## src/hdl/nmea_rmc_pkg.sv

```systemverilog
package nmea_rmc_pkg;

    localparam int LINE_CAP        = 128;
    localparam int FRACTION_DIGITS = 5;
    localparam int LEN_W           = $clog2(LINE_CAP);
    localparam int CHECK_LIMIT     = 75;
    localparam logic [2:0] DONE_FIELD = 3'd7;
    localparam logic [30:0] E7_MAX = 31'd2000000000;

    // coordinate conversion constants
    localparam longint UNIT        = 64'd10 ** FRACTION_DIGITS;
    localparam longint DEG_DIV     = 100 * UNIT;
    localparam longint DEG_MAGIC   = (64'd1 << 32) / DEG_DIV;
    localparam int     Q_W         = $clog2(64'hFFFFFFFF / DEG_DIV + 1);
    localparam int     REM_W       = $clog2(2 * DEG_DIV);
    localparam int     MIN_W       = $clog2(DEG_DIV);
    localparam longint MIN_SCALE   = 64'd10 ** (7 - FRACTION_DIGITS);
    localparam int     X_W         = 30;
    localparam longint DIV60_MAGIC = (64'd1 << X_W) / 60;
    localparam int     F_W         = $clog2(((64'd1 << X_W) - 1) / 60 + 1);
    localparam longint SAT_Q       = 200;
    localparam int     CONV_STAGES = 6;

    localparam logic [7:0] CH_DOLLAR = 8'h24;
    localparam logic [7:0] CH_STAR   = 8'h2A;
    localparam logic [7:0] CH_COMMA  = 8'h2C;
    localparam logic [7:0] CH_DOT    = 8'h2E;
    localparam logic [7:0] CH_ZERO   = 8'h30;
    localparam logic [7:0] CH_NINE   = 8'h39;
    localparam logic [7:0] CH_LF     = 8'h0A;
    localparam logic [7:0] CH_NUL    = 8'h00;
    localparam logic [7:0] CH_A      = 8'h41;
    localparam logic [7:0] CH_G      = 8'h47;
    localparam logic [7:0] CH_P      = 8'h50;
    localparam logic [7:0] CH_R      = 8'h52;
    localparam logic [7:0] CH_M      = 8'h4D;
    localparam logic [7:0] CH_C      = 8'h43;

    typedef enum logic [2:0] {
        PH_START,
        PH_SUM,
        PH_CHK1,
        PH_CHK2,
        PH_DONE,
        PH_FAIL
    } phase_t;

    typedef struct packed {
        logic       line_ok;
        logic       fix;
        logic [7:0] ns;
        logic [7:0] ew;
    } meta_t;

    function automatic logic [7:0] hex_char(input logic [3:0] n);
        if (n < 4'd10)
            return CH_ZERO + {4'd0, n};
        else
            return CH_A + {4'd0, n} - 8'd10;
    endfunction

    function automatic logic [7:0] prefix_char(input logic [2:0] i);
        case (i)
            3'd1:    return CH_G;
            3'd2:    return CH_P;
            3'd3:    return CH_R;
            3'd4:    return CH_M;
            3'd5:    return CH_C;
            default: return CH_DOLLAR;
        endcase
    endfunction

    // acc*10+d, saturating at 32 bits
    function automatic logic [31:0] acc_push(input logic [31:0] acc, input logic [3:0] d);
        logic [35:0] v;
        v = 36'(acc) * 36'd10 + 36'(d);
        return (v[35:32] != 4'd0) ? 32'hFFFFFFFF : v[31:0];
    endfunction

    function automatic logic [19:0] pad_pow(input logic [2:0] frac);
        logic [2:0] k;
        k = 3'(FRACTION_DIGITS) - frac;
        case (k)
            3'd0:    return 20'd1;
            3'd1:    return 20'd10;
            3'd2:    return 20'd100;
            3'd3:    return 20'd1000;
            3'd4:    return 20'd10000;
            3'd5:    return 20'd100000;
            3'd6:    return 20'd1000000;
            default: return 20'd1;
        endcase
    endfunction

    // pad missing fraction digits with zeros, saturating
    function automatic logic [31:0] acc_scale(input logic [31:0] acc, input logic [2:0] frac);
        logic [51:0] p;
        p = 52'(acc) * 52'(pad_pow(frac));
        return (p[51:32] != 20'd0) ? 32'hFFFFFFFF : p[31:0];
    endfunction

endpackage

```

## src/hdl/nmea_rmc_parser.sv

```systemverilog
module nmea_rmc_parser
    import nmea_rmc_pkg::*;
(
    input  logic        clk,
    input  logic        rst_n,
    input  logic        accept,
    input  logic [7:0]  rx_byte,
    input  logic        adv,
    output logic        rec_valid,
    output meta_t       rec_meta,
    output logic [31:0] rec_lat,
    output logic [31:0] rec_lon
);

    logic [LEN_W-1:0] len_reg, len_next;
    logic             dollar_reg, dollar_next;
    logic [7:0]       xor_reg, xor_next;
    phase_t           phase_reg, phase_next;
    logic [7:0]       chk0_reg, chk0_next, chk1_reg, chk1_next;
    logic [2:0]       prefix_reg, prefix_next;
    logic [2:0]       fnum_reg, fnum_next;
    logic [7:0]       status_reg, status_next;
    logic [31:0]      lat_reg, lat_next, lon_reg, lon_next;
    logic             numeric_reg, numeric_next;
    logic [1:0]       flen_reg, flen_next;
    logic             fdot_reg, fdot_next;
    logic             fdigit_reg, fdigit_next;
    logic [2:0]       ffrac_reg, ffrac_next;
    logic [31:0]      facc_reg, facc_next;
    logic [7:0]       pns_reg, pns_next, pew_reg, pew_next;

    logic             rec_valid_reg;
    meta_t            rec_meta_reg;
    logic [31:0]      rec_lat_reg, rec_lon_reg;

    logic             emit;
    logic             clear;
    logic             end_ok;
    logic             ok;
    logic [31:0]      padded;
    logic             is_digit;

    always_comb
    begin
        len_next     = len_reg;
        dollar_next  = dollar_reg;
        xor_next     = xor_reg;
        phase_next   = phase_reg;
        chk0_next    = chk0_reg;
        chk1_next    = chk1_reg;
        prefix_next  = prefix_reg;
        fnum_next    = fnum_reg;
        status_next  = status_reg;
        lat_next     = lat_reg;
        lon_next     = lon_reg;
        numeric_next = numeric_reg;
        flen_next    = flen_reg;
        fdot_next    = fdot_reg;
        fdigit_next  = fdigit_reg;
        ffrac_next   = ffrac_reg;
        facc_next    = facc_reg;
        pns_next     = pns_reg;
        pew_next     = pew_reg;
        emit         = 1'b0;
        clear        = 1'b0;
        end_ok       = 1'b1;
        ok           = 1'b0;
        is_digit     = (rx_byte >= CH_ZERO) && (rx_byte <= CH_NINE);
        padded       = acc_scale(facc_reg, ffrac_reg);

        if (accept)
        begin
            if (8'(len_reg) >= 8'(LINE_CAP - 1))
            begin
                // line full: drop the byte and restart
                clear = 1'b1;
            end
            else
            begin
                len_next = len_reg + 1'b1;
                case (phase_reg)
                    PH_START:
                    begin
                        dollar_next = (rx_byte == CH_DOLLAR);
                        if (rx_byte == CH_DOLLAR)
                        begin
                            phase_next   = PH_SUM;
                            numeric_next = 1'b1;
                            prefix_next  = 3'd1;
                        end
                        else
                        begin
                            phase_next = PH_FAIL;
                        end
                    end
                    PH_SUM:
                    begin
                        if (8'(len_reg) >= 8'(CHECK_LIMIT) || rx_byte == CH_NUL)
                        begin
                            phase_next = PH_FAIL;
                        end
                        else
                        begin
                            if (numeric_reg && fnum_reg < DONE_FIELD)
                            begin
                                if (prefix_reg < 3'd6)
                                begin
                                    if (rx_byte == prefix_char(prefix_reg))
                                        prefix_next = prefix_reg + 1'b1;
                                    else
                                        numeric_next = 1'b0;
                                end
                                else if (rx_byte == CH_COMMA || rx_byte == CH_STAR)
                                begin
                                    case (fnum_reg)
                                        3'd1, 3'd3, 3'd5:
                                        begin
                                            end_ok = fdigit_reg;
                                            if (fdigit_reg && fnum_reg == 3'd3)
                                                lat_next = padded;
                                            if (fdigit_reg && fnum_reg == 3'd5)
                                                lon_next = padded;
                                        end
                                        3'd2, 3'd4: end_ok = (flen_reg == 2'd1);
                                        3'd6:       end_ok = (flen_reg != 2'd0);
                                        default:    end_ok = 1'b1;
                                    endcase
                                    if (!end_ok)
                                    begin
                                        numeric_next = 1'b0;
                                    end
                                    else
                                    begin
                                        fnum_next   = fnum_reg + 1'b1;
                                        flen_next   = 2'd0;
                                        fdot_next   = 1'b0;
                                        fdigit_next = 1'b0;
                                        ffrac_next  = 3'd0;
                                        facc_next   = 32'd0;
                                        if (rx_byte == CH_STAR && fnum_next != DONE_FIELD)
                                            numeric_next = 1'b0;
                                    end
                                end
                                else
                                begin
                                    if (flen_reg < 2'd2)
                                        flen_next = flen_reg + 1'b1;
                                    case (fnum_reg)
                                        3'd1, 3'd3, 3'd5:
                                        begin
                                            if (is_digit)
                                            begin
                                                fdigit_next = 1'b1;
                                                if (!fdot_reg)
                                                begin
                                                    facc_next = acc_push(facc_reg,
                                                        4'(rx_byte - CH_ZERO));
                                                end
                                                else if (ffrac_reg < 3'(FRACTION_DIGITS))
                                                begin
                                                    facc_next = acc_push(facc_reg,
                                                        4'(rx_byte - CH_ZERO));
                                                    ffrac_next = ffrac_reg + 1'b1;
                                                end
                                            end
                                            else if (rx_byte == CH_DOT && !fdot_reg)
                                            begin
                                                fdot_next = 1'b1;
                                            end
                                            else
                                            begin
                                                numeric_next = 1'b0;
                                            end
                                        end
                                        3'd2:
                                            if (flen_next == 2'd1) status_next = rx_byte;
                                        3'd4:
                                            if (flen_next == 2'd1) pns_next = rx_byte;
                                        3'd6:
                                            if (flen_next == 2'd1) pew_next = rx_byte;
                                        default:
                                            numeric_next = 1'b0;
                                    endcase
                                end
                            end
                            if (rx_byte == CH_STAR)
                                phase_next = PH_CHK1;
                            else
                                xor_next = xor_reg ^ rx_byte;
                        end
                    end
                    PH_CHK1:
                    begin
                        chk0_next  = rx_byte;
                        phase_next = PH_CHK2;
                    end
                    PH_CHK2:
                    begin
                        chk1_next  = rx_byte;
                        phase_next = PH_DONE;
                    end
                    default:
                    begin
                    end
                endcase

                if (rx_byte == CH_LF)
                begin
                    emit  = 1'b1;
                    clear = 1'b1;
                    ok    = dollar_next && phase_next == PH_DONE &&
                            chk0_next == hex_char(xor_next[7:4]) &&
                            chk1_next == hex_char(xor_next[3:0]);
                end
            end
        end
    end

    always_ff @(posedge clk or negedge rst_n)
    begin
        if (!rst_n)
        begin
            len_reg     <= '0;
            dollar_reg  <= 1'b0;
            xor_reg     <= 8'd0;
            phase_reg   <= PH_START;
            chk0_reg    <= 8'd0;
            chk1_reg    <= 8'd0;
            prefix_reg  <= 3'd0;
            fnum_reg    <= 3'd0;
            status_reg  <= 8'd0;
            lat_reg     <= 32'd0;
            lon_reg     <= 32'd0;
            numeric_reg <= 1'b0;
            flen_reg    <= 2'd0;
            fdot_reg    <= 1'b0;
            fdigit_reg  <= 1'b0;
            ffrac_reg   <= 3'd0;
            facc_reg    <= 32'd0;
            pns_reg     <= 8'd0;
            pew_reg     <= 8'd0;
        end
        else if (clear)
        begin
            len_reg     <= '0;
            dollar_reg  <= 1'b0;
            xor_reg     <= 8'd0;
            phase_reg   <= PH_START;
            chk0_reg    <= 8'd0;
            chk1_reg    <= 8'd0;
            prefix_reg  <= 3'd0;
            fnum_reg    <= 3'd0;
            status_reg  <= 8'd0;
            lat_reg     <= 32'd0;
            lon_reg     <= 32'd0;
            numeric_reg <= 1'b0;
            flen_reg    <= 2'd0;
            fdot_reg    <= 1'b0;
            fdigit_reg  <= 1'b0;
            ffrac_reg   <= 3'd0;
            facc_reg    <= 32'd0;
            pns_reg     <= 8'd0;
            pew_reg     <= 8'd0;
        end
        else
        begin
            len_reg     <= len_next;
            dollar_reg  <= dollar_next;
            xor_reg     <= xor_next;
            phase_reg   <= phase_next;
            chk0_reg    <= chk0_next;
            chk1_reg    <= chk1_next;
            prefix_reg  <= prefix_next;
            fnum_reg    <= fnum_next;
            status_reg  <= status_next;
            lat_reg     <= lat_next;
            lon_reg     <= lon_next;
            numeric_reg <= numeric_next;
            flen_reg    <= flen_next;
            fdot_reg    <= fdot_next;
            fdigit_reg  <= fdigit_next;
            ffrac_reg   <= ffrac_next;
            facc_reg    <= facc_next;
            pns_reg     <= pns_next;
            pew_reg     <= pew_next;
        end
    end

    always_ff @(posedge clk or negedge rst_n)
    begin
        if (!rst_n)
            rec_valid_reg <= 1'b0;
        else if (adv)
            rec_valid_reg <= emit;
    end

    always_ff @(posedge clk)
    begin
        if (adv && emit)
        begin
            rec_meta_reg.line_ok <= ok;
            rec_meta_reg.fix     <= ok && numeric_next && fnum_next == DONE_FIELD &&
                                    status_next == CH_A;
            rec_meta_reg.ns      <= pns_next;
            rec_meta_reg.ew      <= pew_next;
            rec_lat_reg          <= lat_next;
            rec_lon_reg          <= lon_next;
        end
    end

    assign rec_valid = rec_valid_reg;
    assign rec_meta  = rec_meta_reg;
    assign rec_lat   = rec_lat_reg;
    assign rec_lon   = rec_lon_reg;

endmodule

```

## src/hdl/nmea_rmc_conv.sv

```systemverilog
module nmea_rmc_conv
    import nmea_rmc_pkg::*;
(
    input  logic                   clk,
    input  logic [CONV_STAGES-1:0] load,
    input  logic [31:0]            digits,
    output logic [30:0]            e7
);

    logic [31:0]      v1_reg;
    logic [Q_W-1:0]   q1_reg, q2_reg, q3_reg;
    logic [REM_W-1:0] rem2_reg;
    logic [MIN_W-1:0] m3_reg;
    logic [X_W-1:0]   x4_reg, x5_reg;
    logic [30:0]      qe4_reg, qe5_reg, qe6_reg;
    logic             sat4_reg, sat5_reg, sat6_reg;
    logic [F_W-1:0]   f05_reg, f06_reg;
    logic [6:0]       r6_reg;

    logic [63:0]      prod1, prod5;
    logic [31:0]      rem;
    logic [X_W-1:0]   r60;
    logic [F_W-1:0]   f;
    logic [31:0]      sum;

    // degrees by reciprocal, quotient low by at most one
    assign prod1 = 64'(digits) * 64'(DEG_MAGIC);
    assign rem   = v1_reg - 32'(64'(q1_reg) * 64'(DEG_DIV));
    assign prod5 = 64'(x4_reg) * 64'(DIV60_MAGIC);
    assign r60   = x5_reg - X_W'(64'(f05_reg) * 64'd60);

    always_ff @(posedge clk)
    begin
        if (load[0])
        begin
            v1_reg <= digits;
            q1_reg <= prod1[32 +: Q_W];
        end
        if (load[1])
        begin
            rem2_reg <= rem[REM_W-1:0];
            q2_reg   <= q1_reg;
        end
        if (load[2])
        begin
            if (rem2_reg >= REM_W'(DEG_DIV))
            begin
                q3_reg <= q2_reg + 1'b1;
                m3_reg <= MIN_W'(rem2_reg - REM_W'(DEG_DIV));
            end
            else
            begin
                q3_reg <= q2_reg;
                m3_reg <= rem2_reg[MIN_W-1:0];
            end
        end
        if (load[3])
        begin
            x4_reg   <= X_W'(64'(m3_reg) * 64'(MIN_SCALE));
            sat4_reg <= 64'(q3_reg) >= 64'(SAT_Q);
            qe4_reg  <= 31'(64'(q3_reg) * 64'd10000000);
        end
        if (load[4])
        begin
            f05_reg  <= prod5[X_W +: F_W];
            x5_reg   <= x4_reg;
            qe5_reg  <= qe4_reg;
            sat5_reg <= sat4_reg;
        end
        if (load[5])
        begin
            r6_reg   <= r60[6:0];
            f06_reg  <= f05_reg;
            qe6_reg  <= qe5_reg;
            sat6_reg <= sat5_reg;
        end
    end

    assign f   = f06_reg + F_W'(r6_reg >= 7'd60);
    assign sum = 32'(qe6_reg) + 32'(f);
    assign e7  = (sat6_reg || sum > 32'(E7_MAX)) ? E7_MAX : sum[30:0];

endmodule

```

## src/hdl/nmea_rmc_line_checker_parser_top.sv

```systemverilog
// throughput: one byte per cycle while rx_stall is low; the parser updates its line state on every accepted byte
// a 6-stage coordinate conversion pipeline sits between parser and result register
// bytes are only stalled when every pipeline stage and the result register are full
// reset (async, active low) clears the line state and the held position to zero
module nmea_rmc_line_checker_parser_top
    import nmea_rmc_pkg::*;
(
    input  logic        clk,
    input  logic        rst_n,
    input  logic        rx_valid,
    output logic        rx_stall,
    input  logic [7:0]  rx_byte,
    output logic        res_valid,
    input  logic        res_stall,
    output logic        line_ok,
    output logic        fix_updated,
    output logic [30:0] latitude_e7,
    output logic [30:0] longitude_e7,
    output logic [7:0]  north_south,
    output logic [7:0]  east_west
);

    logic                   rec_valid;
    meta_t                  rec_meta;
    logic [31:0]            rec_lat, rec_lon;
    logic [30:0]            lat_e7, lon_e7;

    logic                   v_reg [1:CONV_STAGES];
    meta_t                  meta_reg [1:CONV_STAGES];
    logic                   ready [0:CONV_STAGES+1];
    logic [CONV_STAGES-1:0] load;
    logic                   accept;

    logic                   out_valid_reg;
    logic                   ok_reg, fix_reg;
    logic [30:0]            lat_reg, lon_reg;
    logic [7:0]             ns_reg, ew_reg;

    // each stage can take a transaction when empty or when its contents move on
    always_comb
    begin
        ready[CONV_STAGES+1] = !out_valid_reg || !res_stall;
        for (int k = CONV_STAGES; k >= 1; k--)
            ready[k] = !v_reg[k] || ready[k+1];
        ready[0] = !rec_valid || ready[1];
        for (int k = 0; k < CONV_STAGES; k++)
            load[k] = ready[k+1];
    end

    assign accept   = rx_valid && ready[0];
    assign rx_stall = !ready[0];

    nmea_rmc_parser u_parser (
        .clk       (clk),
        .rst_n     (rst_n),
        .accept    (accept),
        .rx_byte   (rx_byte),
        .adv       (ready[0]),
        .rec_valid (rec_valid),
        .rec_meta  (rec_meta),
        .rec_lat   (rec_lat),
        .rec_lon   (rec_lon)
    );

    nmea_rmc_conv u_conv_lat (
        .clk    (clk),
        .load   (load),
        .digits (rec_lat),
        .e7     (lat_e7)
    );

    nmea_rmc_conv u_conv_lon (
        .clk    (clk),
        .load   (load),
        .digits (rec_lon),
        .e7     (lon_e7)
    );

    always_ff @(posedge clk or negedge rst_n)
    begin
        if (!rst_n)
        begin
            for (int k = 1; k <= CONV_STAGES; k++)
                v_reg[k] <= 1'b0;
        end
        else
        begin
            if (ready[1])
                v_reg[1] <= rec_valid;
            for (int k = 2; k <= CONV_STAGES; k++)
                if (ready[k])
                    v_reg[k] <= v_reg[k-1];
        end
    end

    always_ff @(posedge clk)
    begin
        if (ready[1])
            meta_reg[1] <= rec_meta;
        for (int k = 2; k <= CONV_STAGES; k++)
            if (ready[k])
                meta_reg[k] <= meta_reg[k-1];
    end

    always_ff @(posedge clk or negedge rst_n)
    begin
        if (!rst_n)
        begin
            out_valid_reg <= 1'b0;
            ok_reg        <= 1'b0;
            fix_reg       <= 1'b0;
            lat_reg       <= 31'd0;
            lon_reg       <= 31'd0;
            ns_reg        <= 8'd0;
            ew_reg        <= 8'd0;
        end
        else if (ready[CONV_STAGES+1])
        begin
            out_valid_reg <= v_reg[CONV_STAGES];
            if (v_reg[CONV_STAGES])
            begin
                ok_reg  <= meta_reg[CONV_STAGES].line_ok;
                fix_reg <= meta_reg[CONV_STAGES].fix;
                // held position moves only on a good fix
                if (meta_reg[CONV_STAGES].fix)
                begin
                    lat_reg <= lat_e7;
                    lon_reg <= lon_e7;
                    ns_reg  <= meta_reg[CONV_STAGES].ns;
                    ew_reg  <= meta_reg[CONV_STAGES].ew;
                end
            end
        end
    end

    assign res_valid    = out_valid_reg;
    assign line_ok      = ok_reg;
    assign fix_updated  = fix_reg;
    assign latitude_e7  = lat_reg;
    assign longitude_e7 = lon_reg;
    assign north_south  = ns_reg;
    assign east_west    = ew_reg;

`ifndef NO_ASSERTIONS
    a_fix_needs_ok: assert property (@(posedge clk) disable iff (!rst_n)
        out_valid_reg |-> (!fix_reg || ok_reg))
        else $error("fix reported on a line that failed its check");

    a_lat_range: assert property (@(posedge clk) disable iff (!rst_n)
        lat_reg <= E7_MAX && lon_reg <= E7_MAX)
        else $error("held coordinate above saturation limit");

    a_held_stable: assert property (@(posedge clk) disable iff (!rst_n)
        !(ready[CONV_STAGES+1] && v_reg[CONV_STAGES] && meta_reg[CONV_STAGES].fix)
        |=> $stable(lat_reg) && $stable(lon_reg) && $stable(ns_reg))
        else $error("held position changed without a fix");

    a_stall_only_full: assert property (@(posedge clk) disable iff (!rst_n)
        rx_stall |-> (out_valid_reg && res_stall))
        else $error("input stalled while result register can move");
`endif

endmodule

```

## config.mk

```make
export PLATFORM = sky130hd
export DESIGN_NAME = nmea_rmc_line_checker_parser_top
export DESIGN_NICKNAME = d
export VERILOG_FILES = /design/src/hdl/nmea_rmc_pkg.sv /design/src/hdl/nmea_rmc_parser.sv /design/src/hdl/nmea_rmc_conv.sv /design/src/hdl/nmea_rmc_line_checker_parser_top.sv
export SDC_FILE = /design/constraint.sdc
export NUM_CORES = 2
export LEC_CHECK = 0
export ABC_AREA = 1
export BUFFER_PORTS_ARGS = -buffer_cell sky130_fd_sc_hd__buf_2
export CORE_AREA = 3 3 507 509
export CTS_BUF_LIST = sky130_fd_sc_hd__clkbuf_8
export DETAILED_ROUTE_END_ITERATION = 7
export DIE_AREA = 0 0 510 512
export MAX_ROUTING_LAYER = met4
export PLACE_DENSITY_LB_ADDON = 0.3
export SLEW_MARGIN = 40
export SYNTH_ARGS = -nofsm -noshare
export SYNTH_HDL_FRONTEND = slang
export SYNTH_SLANG_ARGS = --single-unit
```

## constraint.sdc

```tcl
create_clock -name clk -period 11 [get_ports clk]
set_clock_uncertainty 0.1 [all_clocks]
set_input_delay 0.55 -clock clk [delete_from_list [all_inputs] [get_ports clk]]
set_output_delay 0.55 -clock clk [all_outputs]
set_load 0.005 [all_outputs]
```

==> impl_metrics.env <==
export IMPL_holdPathEnd="u_parser.pns_reg[3]"
export IMPL_holdBufCountCts=7
export IMPL_min_from="rx_byte[3]"
export IMPL_drc=0
export IMPL_clockRootBuffer="clkbuf_8"
export IMPL_layout_nets=13700
export IMPL_instances_no_fill=14800
export IMPL_grt_max_degree=120
export IMPL_synth_seq_cells=975
export IMPL_clock_latency_ns=0.91
export IMPL_wirelength_um=242000
export IMPL_ys_warn_count=0
export IMPL_setup_ws_ns=1.44
export IMPL_ctsResizeCount=0
export IMPL_tightest_slew_ns=0.828
export IMPL_max_slew_margin=0.448
export IMPL_io_buffers=93
export IMPL_hold_path_class="in2reg"
export IMPL_dp_hpwl_um=201000
export IMPL_largest_reg_flops=108
export IMPL_ys_flop_type="edfxtp_1"
export IMPL_row_count=185
export IMPL_reg2regPathDepth=35
export IMPL_die_x_um=510
export IMPL_die_area_um2=261000
export IMPL_grt_setup_unrepaired="false"
export IMPL_dr_pass1_iters=6
export IMPL_cts_tree="built"
export IMPL_detail_route_antenna_nets=0
export IMPL_place_congestion=0.941
export IMPL_avgSynthCellArea_um2=9.09
export IMPL_final_cell_mix="inv_1 (2612), nand2_1 (1779), ha_1 (1359)"
export IMPL_grt_pass1_wl_um=397000
export IMPL_r2r_start="u_parser.ffrac_reg[1]"
export IMPL_crit_fanout=64
export IMPL_dr_total_vias=71700
export IMPL_ios=94
export IMPL_async_flop_share=0.264
export IMPL_fin_crit_ns=9.56
export IMPL_reg2reg_to="u_parser.rec_lon[10]"
export IMPL_core_area_um2=253000
export IMPL_required_ns=11.55
export IMPL_synth_edf_count=718
export IMPL_slowest_stage="nor2_1"
export IMPL_drive_above_1_share=0.0534
export IMPL_cp_start_kind="flop"
export IMPL_power_density_nw_per_um2=229
export IMPL_cts_buffers=171
export IMPL_dr_first_iter_drc_count=4269
export IMPL_finalSetupTns_ns=0
export IMPL_dp_slack_ns=1.45
export IMPL_placedCellCount=14500
export IMPL_path_class="reg2reg"
export IMPL_cp_common_cell="inv_1"
export IMPL_cts_buffer_depth=3
export IMPL_cts_setup_buffers=0
export IMPL_ctsHtreeMaxLevel=4
export IMPL_setup_viol=0
export IMPL_max_stage_delay_ns=0.61
export IMPL_ys_types=78
export IMPL_endpoint_kind="flop"
export IMPL_path_clk_slew_ns=0.07
export IMPL_cts_sinks=975
export IMPL_netlist_instances=11100
export IMPL_min_period_over_period=0.869
export IMPL_hold_violations=0
export IMPL_via_per_inst=4.84
export IMPL_mostFrequentLayoutCell="inv_1"
export IMPL_whs_path_depth=4
export IMPL_status="finished, final reports clean"
export IMPL_grt_usage=0.194
export IMPL_area_growth_pct=8.06
export IMPL_maxCapViolations=0
export IMPL_chipHeight_um=512
export IMPL_cp_data_arrival_time_ns=10.11
export IMPL_grt_overflow=0
export IMPL_yosysSeqAreaShare=0.277
export IMPL_power_leakage_uw=0.0569
export IMPL_finalPower_uw=25100
export IMPL_rrSetupSlack_ns=1.44
export IMPL_syn_area_um2=101000
export IMPL_start_util=0.399
export IMPL_grt_pass1_vias=74100
export IMPL_max_freq_mhz=105
export IMPL_wl_per_cell_um=16.3
export IMPL_postSynthNetCount=13500
export IMPL_maxSlewViolCount=0
export IMPL_peakVddDrop_uv=221
export IMPL_antenna_found_initial=4
through the flow:
stage,utilization,hold slack [ns],area [um^2]
2_1_floorplan,-,0.154,101000
3_3_place_gp,0.416,0.301,106000
3_5_place_dp,0.416,0.305,106000
4_1_cts,0.431,0.00220,109000
5_1_grt,0.431,0.0489,109000
6_report,0.431,0.100,109000
where the power goes:
group | switching, uW | internal, uW
combinational | 9510 | 6220
sequential | 437 | 5460
clock | 1590 | 1840
area by class of cell:
class | instances | area, um^2
fillers | 25100 | 144000
multi-input cells | 7404 | 62700
flip-flops and latches | 975 | 28000
inverters | 2608 | 9800
well taps | 3366 | 4210
clock buffers | 185 | 2550
clock inverters | 130 | 1000
repair buffers | 147 | 967
diodes | 4 | 10.0
logic make-up after synthesis:
family / after synthesis / share of synthesized area
AND/OR/NAND/NOR: 3512 / 0.149
flip-flops: 975 / 0.277
XOR/XNOR: 430 / 0.0373
buffers and inverters: 2743 / 0.104
adder cells (fa/ha/maj): 2397 / 0.374
AO/OA/AOI/OAI: 1065 / 0.0595
worst max-delay path by stage:
stage,from,to,slack (ns),depth (start not counted)
after global routing,u_parser.ffrac_reg[1],u_parser.rec_lon[17],0.85,41
final,u_parser.ffrac_reg[1],u_parser.rec_lon[10],1.44,35
after CTS,u_parser.ffrac_reg[1],u_parser.rec_lon[15],1.45,35
after detailed placement,u_parser.ffrac_reg[1],u_parser.rec_lon[2],1.45,35
after global placement,u_parser.ffrac_reg[1],u_parser.rec_lon[2],1.55,35
after floorplan,u_parser.ffrac_reg[1],u_parser.rec_lon[30],2.88,38
critical path, delay by kind of cell, from the launching register on:
family | cells | cell delay (ns)
simple gates | 15 | 2.79
flops | 1 | 0.39
fa+ha+maj | 9 | 4.41
compound gates | 1 | 0.12
buf+inv | 10 | 1.46
layer usage:
layer  track usage  share of wire  up-vias
met5             -              0        -
li1              -              -    35600
met2         0.310           0.46     1418
met4        0.0542          0.030        0
met3        0.0229          0.041      387
met1         0.262           0.47    34300
Yosys cell counts (all sizes together), types with 30 or more instances:
cell | n | area (um^2)
xnor2 | 151 | 1320
o21ai | 315 | 1620
or2 | 105 | 657
o21bai | 30 | 229
nand2 | 1805 | 6840
edfxtp | 718 | 21600
a21oi | 510 | 2580
ha | 1359 | 17000
xor2 | 279 | 2450
clkbuf | 92 | 354
nand4 | 191 | 1240
dfrtp | 257 | 6430
buf | 43 | 328
fa | 1038 | 20800
inv | 2591 | 9730
nand3 | 318 | 1630
nor3 | 100 | 553
nor2 | 922 | 3640
a31oi | 42 | 263
No activity file was read; power rests on OpenSTA's default activity.
